`src/design/dlefr_pkg.sv`:
```
// Package for the DLE frame receiver: byte codes, reply codes and the
// per-beat frame status struct. No dependencies.
package dlefr_pkg;

   localparam logic [7:0] DLE_BYTE = 8'h10;
   localparam logic [7:0] ETX_BYTE = 8'h03;
   localparam logic [7:0] ACK_ID = 8'h06;
   localparam logic [7:0] TRAILER_SUM = 8'h13;
   localparam logic [3:0] NAK_LIMIT_RESET = 4'd7;

   typedef enum logic [1:0] {
      REPLY_NONE = 2'd0,
      REPLY_ACK  = 2'd1,
      REPLY_NAK  = 2'd2
   } reply_type;

   typedef struct packed {
      logic       produce;
      logic       frame_end;
      logic       checksum_good;
      logic       overflow;
      logic [7:0] packet_id;
      logic [8:0] position;
   } frame_info_type;

endpackage

```
`src/design/dlefr_framer.sv`:
```
// Frame tracker: DLE unstuffing, byte position, running checksum and id.
// Depends on dlefr_pkg.
module dlefr_framer #(
   parameter int MAX_FRAME = 512
) (
   input  logic                    clock,
   input  logic                    reset,
   input  logic                    step,
   input  logic [7:0]              rx_byte,
   output dlefr_pkg::frame_info_type info
);
   import dlefr_pkg::*;

   localparam int CNT_W = $clog2(MAX_FRAME + 1);

   logic [CNT_W-1:0] count_ff, count_in;
   logic [7:0]       prev_ff, prev_in;
   logic [7:0]       sum_ff, sum_in;
   logic [7:0]       id_ff, id_in;

   logic             drop, ovf, frame_end;
   logic [CNT_W-1:0] pos;
   logic [7:0]       sum_eff, id_eff, sum_new, id_new;
   logic [CNT_W+8:0] pos_wide;

   always_comb begin
      drop      = (rx_byte == DLE_BYTE) && (prev_ff == DLE_BYTE);
      ovf       = (count_ff >= CNT_W'(MAX_FRAME));
      pos       = ovf ? '0 : count_ff;
      sum_eff   = ovf ? 8'h00 : sum_ff;
      id_eff    = ovf ? 8'h00 : id_ff;
      frame_end = !ovf && (rx_byte == ETX_BYTE) && (prev_ff == DLE_BYTE);
      sum_new   = (pos != '0) ? 8'(sum_eff + rx_byte) : sum_eff;
      id_new    = (pos == CNT_W'(1)) ? rx_byte : id_eff;
      pos_wide  = {9'd0, pos};

      info.produce       = !drop;
      info.frame_end     = frame_end;
      info.checksum_good = (pos >= CNT_W'(3)) && (sum_new == TRAILER_SUM);
      info.overflow      = ovf;
      info.packet_id     = id_new;
      info.position      = pos_wide[8:0];

      count_in = count_ff;
      prev_in  = prev_ff;
      sum_in   = sum_ff;
      id_in    = id_ff;
      if (step) begin
         if (drop) begin
            prev_in = 8'h00;
         end else if (frame_end) begin
            count_in = '0;
            prev_in  = 8'h00;
            sum_in   = 8'h00;
            id_in    = 8'h00;
         end else begin
            count_in = CNT_W'(pos + 1'b1);
            prev_in  = rx_byte;
            sum_in   = sum_new;
            id_in    = id_new;
         end
      end
   end

   always_ff @(posedge clock) begin
      if (reset) begin
         count_ff <= '0;
         prev_ff  <= 8'h00;
         sum_ff   <= 8'h00;
         id_ff    <= 8'h00;
      end else begin
         count_ff <= count_in;
         prev_ff  <= prev_in;
         sum_ff   <= sum_in;
         id_ff    <= id_in;
      end
   end

endmodule

```
`src/design/dle_frame_receiver_core.sv`:
```
// Top level of the DLE frame receiver: handshakes, NAK counter, result register.
// Depends on dlefr_pkg and dlefr_framer.
//
//  channel  ports                       direction  beat moves
//  req      req_valid/req_stall         in         one raw serial byte
//  rsp      rsp_valid/rsp_stall         out        one stored byte with frame status
//  csr      csr_wr_en/csr_wr_data       in         nak_limit, 4 bits
//
// One byte per cycle unless req_stall; a result shows the cycle after its beat.
// A dropped second DLE gives no rsp beat. The result register is the only
// buffer: req_stall rises only while a result waits and rsp_stall is high.
// Synchronous reset clears frame state, NAK count and sets nak_limit to 7.
module dle_frame_receiver_core #(
   parameter int MAX_FRAME = 512
) (
   input  logic       clock,
   input  logic       reset,
   input  logic       req_valid,
   output logic       req_stall,
   input  logic [7:0] req_rx_byte,
   output logic       rsp_valid,
   input  logic       rsp_stall,
   output logic [7:0] rsp_data_byte,
   output logic [8:0] rsp_byte_position,
   output logic       rsp_frame_end,
   output logic       rsp_checksum_good,
   output logic [7:0] rsp_packet_id,
   output logic [1:0] rsp_reply_kind,
   output logic       rsp_nak_abort,
   output logic       rsp_overflow,
   input  logic       csr_wr_en,
   input  logic [3:0] csr_wr_data
);
   import dlefr_pkg::*;

   logic           accept;
   frame_info_type info;

   logic [3:0] nak_limit_ff, nak_limit_in;
   logic [3:0] nak_count_ff, nak_count_in;
   logic       rsp_valid_ff, rsp_valid_in;
   logic [7:0] data_ff, id_ff;
   logic [8:0] pos_ff;
   logic       end_ff, good_ff, abort_ff, ovf_ff, abort_in;
   reply_type  reply_ff, reply_in;
   logic [3:0] limit_eff;
   logic [4:0] cnt_next;

   assign req_stall = rsp_valid_ff && rsp_stall;
   assign accept    = req_valid && !req_stall;

   dlefr_framer #(
      .MAX_FRAME(MAX_FRAME)
   ) u_framer (
      .clock  (clock),
      .reset  (reset),
      .step   (accept),
      .rx_byte(req_rx_byte),
      .info   (info)
   );

   always_comb begin
      nak_limit_in = csr_wr_en ? csr_wr_data : nak_limit_ff;
      limit_eff    = (nak_limit_ff == 4'd0) ? 4'd1 : nak_limit_ff;
      cnt_next     = {1'b0, nak_count_ff} + 5'd1;
      reply_in     = REPLY_NONE;
      abort_in     = 1'b0;
      nak_count_in = nak_count_ff;
      if (info.frame_end) begin
         if (info.checksum_good) begin
            reply_in = (info.packet_id != ACK_ID) ? REPLY_ACK : REPLY_NONE;
         end else begin
            reply_in = REPLY_NAK;
            abort_in = (cnt_next >= {1'b0, limit_eff});
         end
      end
      if (accept && info.produce && info.frame_end) begin
         if (info.checksum_good) begin
            nak_count_in = 4'd0;
         end else begin
            nak_count_in = abort_in ? 4'd0 : cnt_next[3:0];
         end
      end
      if (accept) begin
         rsp_valid_in = info.produce;
      end else if (!rsp_stall) begin
         rsp_valid_in = 1'b0;
      end else begin
         rsp_valid_in = rsp_valid_ff;
      end
   end

   always_ff @(posedge clock) begin
      if (reset) begin
         nak_limit_ff <= NAK_LIMIT_RESET;
         nak_count_ff <= 4'd0;
         rsp_valid_ff <= 1'b0;
      end else begin
         nak_limit_ff <= nak_limit_in;
         nak_count_ff <= nak_count_in;
         rsp_valid_ff <= rsp_valid_in;
      end
   end

   always_ff @(posedge clock) begin
      if (accept && info.produce) begin
         data_ff  <= req_rx_byte;
         pos_ff   <= info.position;
         end_ff   <= info.frame_end;
         good_ff  <= info.frame_end && info.checksum_good;
         id_ff    <= info.frame_end ? info.packet_id : 8'h00;
         reply_ff <= reply_in;
         abort_ff <= abort_in;
         ovf_ff   <= info.overflow;
      end
   end

   assign rsp_valid         = rsp_valid_ff;
   assign rsp_data_byte     = data_ff;
   assign rsp_byte_position = pos_ff;
   assign rsp_frame_end     = end_ff;
   assign rsp_checksum_good = good_ff;
   assign rsp_packet_id     = id_ff;
   assign rsp_reply_kind    = reply_ff;
   assign rsp_nak_abort     = abort_ff;
   assign rsp_overflow      = ovf_ff;

endmodule

```
`config.mk`:
```
export PLATFORM = sky130hd
export DESIGN_NAME = dle_frame_receiver_core
export DESIGN_NICKNAME = d
export VERILOG_FILES = /design/src/design/dlefr_pkg.sv /design/src/design/dlefr_framer.sv /design/src/design/dle_frame_receiver_core.sv
export SDC_FILE = /design/constraint.sdc
export NUM_CORES = 1
export LEC_CHECK = 0
export BUFFER_PORTS_ARGS = -buffer_cell sky130_fd_sc_hd__clkbuf_2
export CORE_MARGIN = 5
export CORE_UTILIZATION = 43
export CTS_CLUSTER_DIAMETER = 60
export DETAILED_ROUTE_END_ITERATION = 10
export PLACE_DENSITY = 0.63
export SETUP_SLACK_MARGIN = 0.05
export SLEW_MARGIN = 10
export SYNTH_ARGS = -nofsm -noshare
export SYNTH_HDL_FRONTEND = slang
export SYNTH_SLANG_ARGS = --single-unit
export TNS_END_PERCENT = 10
```
`constraint.sdc`:
```
create_clock -name clock -period 3.5 [get_ports clock]
set_clock_uncertainty 0.05 [all_clocks]
set_input_delay 0.525 -clock clock [delete_from_list [all_inputs] [get_ports clock]]
set_output_delay 0.525 -clock clock [all_outputs]
set_load 0.01 [all_outputs]
```
==> metrics, run 1 <==
outcome finished clean; Root Buffer clkbuf_8; dpl ws about 0.41 ns; register area share after synthesis between 40% and 50%; library cells used by synthesis slightly above 50; antenna cells 0; CP Launch Type flop; I/O Buffers 49; GRT overflow 0; Max-Cap Viols 0; largest family of logic cells by synthesized area simple AND/OR/NAND/NOR gates; setup_tns 0 ns; WL/cell between 15 and 20 µm; most used cell, CP a211oi_1; Fillers 800; clock buffer depth 2; post-synth top area share 25.08%; worst skew pair latency around 0.35 ns; final hold violation count 0; most numerous cell in the Yosys netlist nand2_1; Worst Hold Slack about 0.33 ns; CTS tree done; Gate Count Post-Synth roughly 400; core area around 8300 µm²; Yosys top cell by area edfxtp_1; XOR/XNOR share of the synthesized area between 1.5 and 2%; Slew HR around a third; Synth Area in Adders 5.260%; CP cell instances buf_4 > nor2b_1 > ha_1 > o21a_1 > a211oi_1 > a211oi_1 > or3_1 > a311o_1 > nand2_1 > or2_1 > nor3_2; Routed WL roughly 8.8 mm; WP data required about 3.5 ns; Synth Net Count ~430; fin crit share 89.52%; Worst VDD drop ~200 µV; mux cell area share after synthesis less than 1%; via count between 3000 and 4000; CTS Sinks between 70 and 80; Final WS setup roughly 0.37 ns; Overall Global Routing Usage 17.80%; number of synthesized flops with an enable pin 31; Die Wd 102.9 µm; fin. max-slew vios 0; H-tree level count 3; DRT iter0 DRCs approximately 190; vias in the first global route about 3000; critical path type reg -> reg; layout cell share with drive strength beyond 1 18.58%; Crit-path slowest cell dfxtp_1; pin count of the biggest net entering global routing 40; global-route wire length before repair between 10 and 15 mm; Die Footprint 10590 µm²; Leakage approximately 1.8 nW; Area after DPL about 4100 µm²; Period minus WS final roughly 3.1 ns; Final ANT Viol Nets 0; critical path arrival approximately 3.2 ns; cell area power density around 430 nW/µm²; via/cell ratio 5.600; initial antenna violation count 0; Synth Register Bits 74; Clock Pin Slew Worst Setup and Hold Paths 0.09 ns; Most used DFF post-synth dfxtp_1; DRC 0; simple-gate share of the synthesized area approximately 22%; Starting Density roughly 45%; Row Count 33; Worst-Margin Slew about 1 ns; Avg Inst Size Synth 9.348 µm²; Synth area leaders edfxtp_1 25%, dfxtp_1 23%, ha_1 4.7%, nand2_1 4.5%, a21oi_1 4.3%; RSZ-0062 raised after global routing no; Hold Path Class in -> reg; area fraction in compound gates after synthesis about 18%; critical path fanouts, max 11; FFs w/ async S/R, synth 0%; fin nets between 400 and 500; total CTS buffers 9; Hold Buf Count CTS 0; I/O pin count 50; power consumption between 1.5 and 2 mW; DRT Pass-1 Iters 4; R2R depth 11; Hold Path Depth 3; synth warn 0; DP HPWL roughly 6.3 mm; post-cts sizing count 0; gpl congestion 0.8438; crit end category flop; most frequent cells after synthesis 44 x nand2_1, 43 x dfxtp_1, 39 x nor2_1; Max Clk Rate roughly 320 MHz; final instance area approximately 4300 µm²; crit-path max cell delay 0.54 ns; setup bufs post-CTS 0; area grow syn2layout 14.67%; final setup vio count 0; Synth Cell Area between 3000 and 4000 µm²; Die H 102.9 µm
==> where the power goes <==
group / switching [mW] / internal (mW)
sequential: 0.0173 / 0.938
combinational: 0.165 / 0.0986
clock: 0.335 / 0.258
==> path summary, 6_finish.rpt <==
path / slack (ns) / startpoint / to
worst min-delay path: 0.33 / csr_wr_data[1] / nak_limit_ff[1]
worst max register to register: 0.37 / u_framer.count_ff[9] / rsp_reply_kind[0]
worst min register to register: 0.40 / u_framer.count_ff[1] / u_framer.count_ff[1]
worst max-delay path: 0.37 / u_framer.count_ff[9] / rsp_reply_kind[0]
==> routing by layer <==
| layer | track usage, % | routed length [µm] |
|---|---|---|
| met5 | 0 | 0 |
| met4 | 8.068 | 165 |
| met3 | 3.315 | 533 |
| met2 | 27.23 | 4007 |
| met1 | 24.50 | 4098 |
==> worst max-delay path, delay by kind of cell (launching register included) <==
| kind | cells | cell delay [ns] |
|---|---|---|
| DFF | 1 | 0.54 |
| adders and majority gates | 1 | 0.33 |
| AOI/OAI and AO/OA | 4 | 0.90 |
| and+or+nand+nor | 5 | 0.83 |
| buffers and inverters | 1 | 0.23 |
==> flip-flops by register name, indices dropped and copies added (netlist names) <==
register and flops:
u_framer.count_ff 10, rsp_byte_position 9, rsp_data_byte 8, rsp_packet_id 8
u_framer.id_ff 8, u_framer.prev_ff 8, u_framer.sum_ff 8, nak_count_ff 4
nak_limit_ff 4, rsp_reply_kind 2, rsp_checksum_good 1, rsp_frame_end 1
rsp_nak_abort 1, rsp_overflow 1, rsp_valid 1
==> cells in the final DEF, fill, tap and decap left out, drive strengths merged, types with 5 or more instances in the layout <==
master,count
a21oi,32
o21ai,16
ha,14
nand3,15
nand2,44
and3,5
nand4,8
nand2b,5
or3,5
edfxtp,31
nor2b,18
inv,18
dfxtp,43
nor2,40
a211oi,5
nor3,7
buf,9
clkbuf,59
a22oi,18
==> kinds of logic (layout without fill, tap and decap cells) <==
logic type	Yosys count	after routing
AO/OA/AOI/OAI	100	100
XOR/XNOR	7	7
adder cells (fa/ha/maj)	15	15
buffers and inverters	36	91
flip-flops	74	74
multiplexers	3	3
AND/OR/NAND/NOR	162	162
==> through the flow <==
step | std cells | util [%]
2_1_floorplan | 397 | -
3_3_place_gp | 541 | 49.21
3_5_place_dp | 541 | 49.21
4_1_cts | 557 | 51.27
5_1_grt | 557 | 51.27
6_report | 557 | 51.27
==> final cells by class <==
| cell class | count | area, µm² | share of cell area [%] |
|---|---|---|---|
| flip-flops and latches | 74 | 1792 | 42.11 |
| multi-input cells | 287 | 1784 | 41.93 |
| repair buffers | 58 | 312.8 | 7.351 |
| well taps | 105 | 131.4 | 3.087 |
| clock buffers | 10 | 127.6 | 2.999 |
| inverters | 17 | 63.81 | 1.500 |
| clock inverters | 6 | 43.79 | 1.029 |
Power figures use the tool's default switching activity.
==> inputs of run 2 (changes only) <==
Settings changed: CORE_UTILIZATION 43 to 50, PLACE_DENSITY 0.63 to 0.72.
Clock period 3.5 ns to 3.1 ns, I/O delays scaled along.
==> metrics, run 2 (synthesized netlist as in run 1, its figures left out) <==
outcome finished clean; top sig layer met4; final setup vio count 0 (unchanged); Hold Path Class in -> reg; CP Launch Type flop; Row Count 31 (-6.1%); critical path type reg -> reg; critical path arrival 3.03 ns (-0.14 ns); core area 7253 µm² (-13%); clock power share 37.1% (+4.4 points); pin count of the biggest net entering global routing 40 (unchanged); Period minus WS final 2.889 ns (-0.2443 ns); cell area power density 505.1 nW/µm² (+19%); Buf/Inv on CP 1 (unchanged); CTS tree done; fin crit share 93.19% (+3.7 points); Final ANT Viol Nets 0 (unchanged); crit end category flop; WP data required 3.24 ns (-0.30 ns); DRT Pass-1 Iters 5 (+1); final instance area 4379 µm² (+2.9%); wire length on met2 4.103 mm (+2.4%); clock buffer depth 2 (unchanged); DP HPWL 6.199 mm (-1.4%); global-route wire length before repair 14.21 mm (-3.2%); GRT overflow 0 (unchanged); RSZ-0062 raised after global routing no; Die H 96.15 µm (-6.6%); Max Clk Rate 346.1 MHz (+8.5%); Final Non-Filler Cells 558 (+0.18%); via count 3173 (+1.7%); H-tree level count 3 (unchanged); via/cell ratio 5.686 (+1.5%); R2R depth 12 (+1); Area after DPL 4129 µm² (+1.1%); dpl ws 0.09203 ns (-0.3145 ns); final hold violation count 0 (unchanged); DRT iter0 DRCs 191 (+3.2%); Overall Global Routing Usage 20.08% (+2.3 points); CP cell instances nor2b_2 > ha_2 > inv_1 > fa_1 > nand2b_1 > a21oi_2 > a211o_1 > nand4_1 > a32oi_2 > nand4_4 > or2_1 > nor3_2; Seq pwr share 48.8% (-3.9 points); Levels on crit path 12 (+1); total CTS buffers 9 (unchanged); Die Footprint 9245 µm² (-13%); Routed WL 8.778 mm (-0.31%); Crit-path slowest cell fa_1; most frequent cells in the layout 49 x clkbuf_2, 44 x nand2_1, 42 x dfxtp_1, 39 x nor2_1; fin util 60.38% (+9.1 points); I/O Buffers 49 (unchanged); M1 wire length 3.892 mm (-5.0%); fin nets 486 (+1.5%); CP top delay family simple AND/OR/NAND/NOR gates; WL/cell 15.73 µm (-0.49%); I/O pin count 50 (unchanged); DRC 0 (unchanged); Die Wd 96.15 µm (-6.6%); Max-Cap Viols 0 (unchanged); Worst VDD drop 193.4 µV (-0.85%); CTS Sinks 74 (unchanged); crit-path max cell delay 0.39 ns (-0.15 ns); Slew HR 20.36% (-14 points); most common library cell in the layout ignoring fill and taps clkbuf_2; worst skew pair latency 0.35 ns (about the same); vias in the first global route 3005 (-1.4%); Starting Density 51.16% (+6.4 points); P_sw 0.5771 mW (+12%); Root Buffer clkbuf_8; Pint 1.635 mW (+26%); combinational share of power 14.1% (-0.5 points); Hold Path Depth 3 (unchanged); Sw Share 26.09% (-2.5 points); DP Cell Count 542 (+0.18%); Clock Pin Slew Worst Setup and Hold Paths 0.08 ns (about the same); fin. max-slew vios 0 (unchanged); gpl congestion 0.8970 (+6.3%); layout cell share with drive strength beyond 1 21.13% (+2.5 points); setup_tns 0 ns (unchanged); Largest Register u_framer.count_ff; area grow syn2layout 18.00%; antenna cells 0 (unchanged); Leakage 1.804 nW (+2.3%); routed wl met3 624 µm (+17%); critical path fanouts, max 6 (-5); max reg flops 10 (unchanged); Final WS setup 0.2111 ns (-0.1557 ns); initial antenna violation count 0 (unchanged); Worst-Margin Slew 1.182 ns (+0.2033 ns)
run 2: cell types whose count changed in the layout (fill, tap and decap cells not counted), sizes merged:
cell / change
buf: +7
bufinv: +2
clkinvlp: -1
clkinv: -1
run 2: what timing repair did:
action,in CTS,in global routing
buffers inserted,0,0
setup endpoints to repair,0,8
hold buffers,0,0
resized for setup,0,7
run 2: metrics by stage:
stage               total power [mW]  hold WS, ns
floorplan                      1.301       0.3773
global placement               1.394       0.3858
detailed placement             1.402       0.3904
CTS                            2.218       0.2727
global route                   2.319       0.2917
finish                         2.212       0.2790
run 2: worst paths after layout:
path / start / endpoint / slack [ns]
min reg2reg: u_framer.sum_ff[2] / u_framer.sum_ff[2] / 0.40
max: u_framer.sum_ff[0] / rsp_reply_kind[0] / 0.21
max reg2reg: u_framer.sum_ff[0] / rsp_reply_kind[0] / 0.21
min: csr_wr_data[2] / nak_limit_ff[2] / 0.28
run 2: area by class of cell:
type,count,area (µm²)
clock buffers,10,127.6
clock inverters,6,91.34
fillers,645,2874
inverters,17,63.81
multi-input cells,287,1814
flip-flops and latches,74,1793
well taps,99,123.9
repair buffers,65,365.4
run 2: power groups by stage:
stage               registers (mW)  clock network (mW)  logic [mW]
global placement              1.10                   0       0.294
finish                        1.08               0.820       0.312
CTS                           1.08               0.835       0.303
floorplan                     1.11                   0       0.191
detailed placement            1.10                   0       0.300
global route                  1.08               0.889       0.347
run 2: layer usage:
metal  vias up  GRT usage [%]
met5         -              0
met4         0          9.005
met3        13          3.362
met2        97          32.32
met1      1510          26.38
li1       1553              -
run 2: tightest hold or removal path: stages:
cell	delay, ns
clkbuf_2	0.07
nand2_1	0.04
o211ai_1	0.06
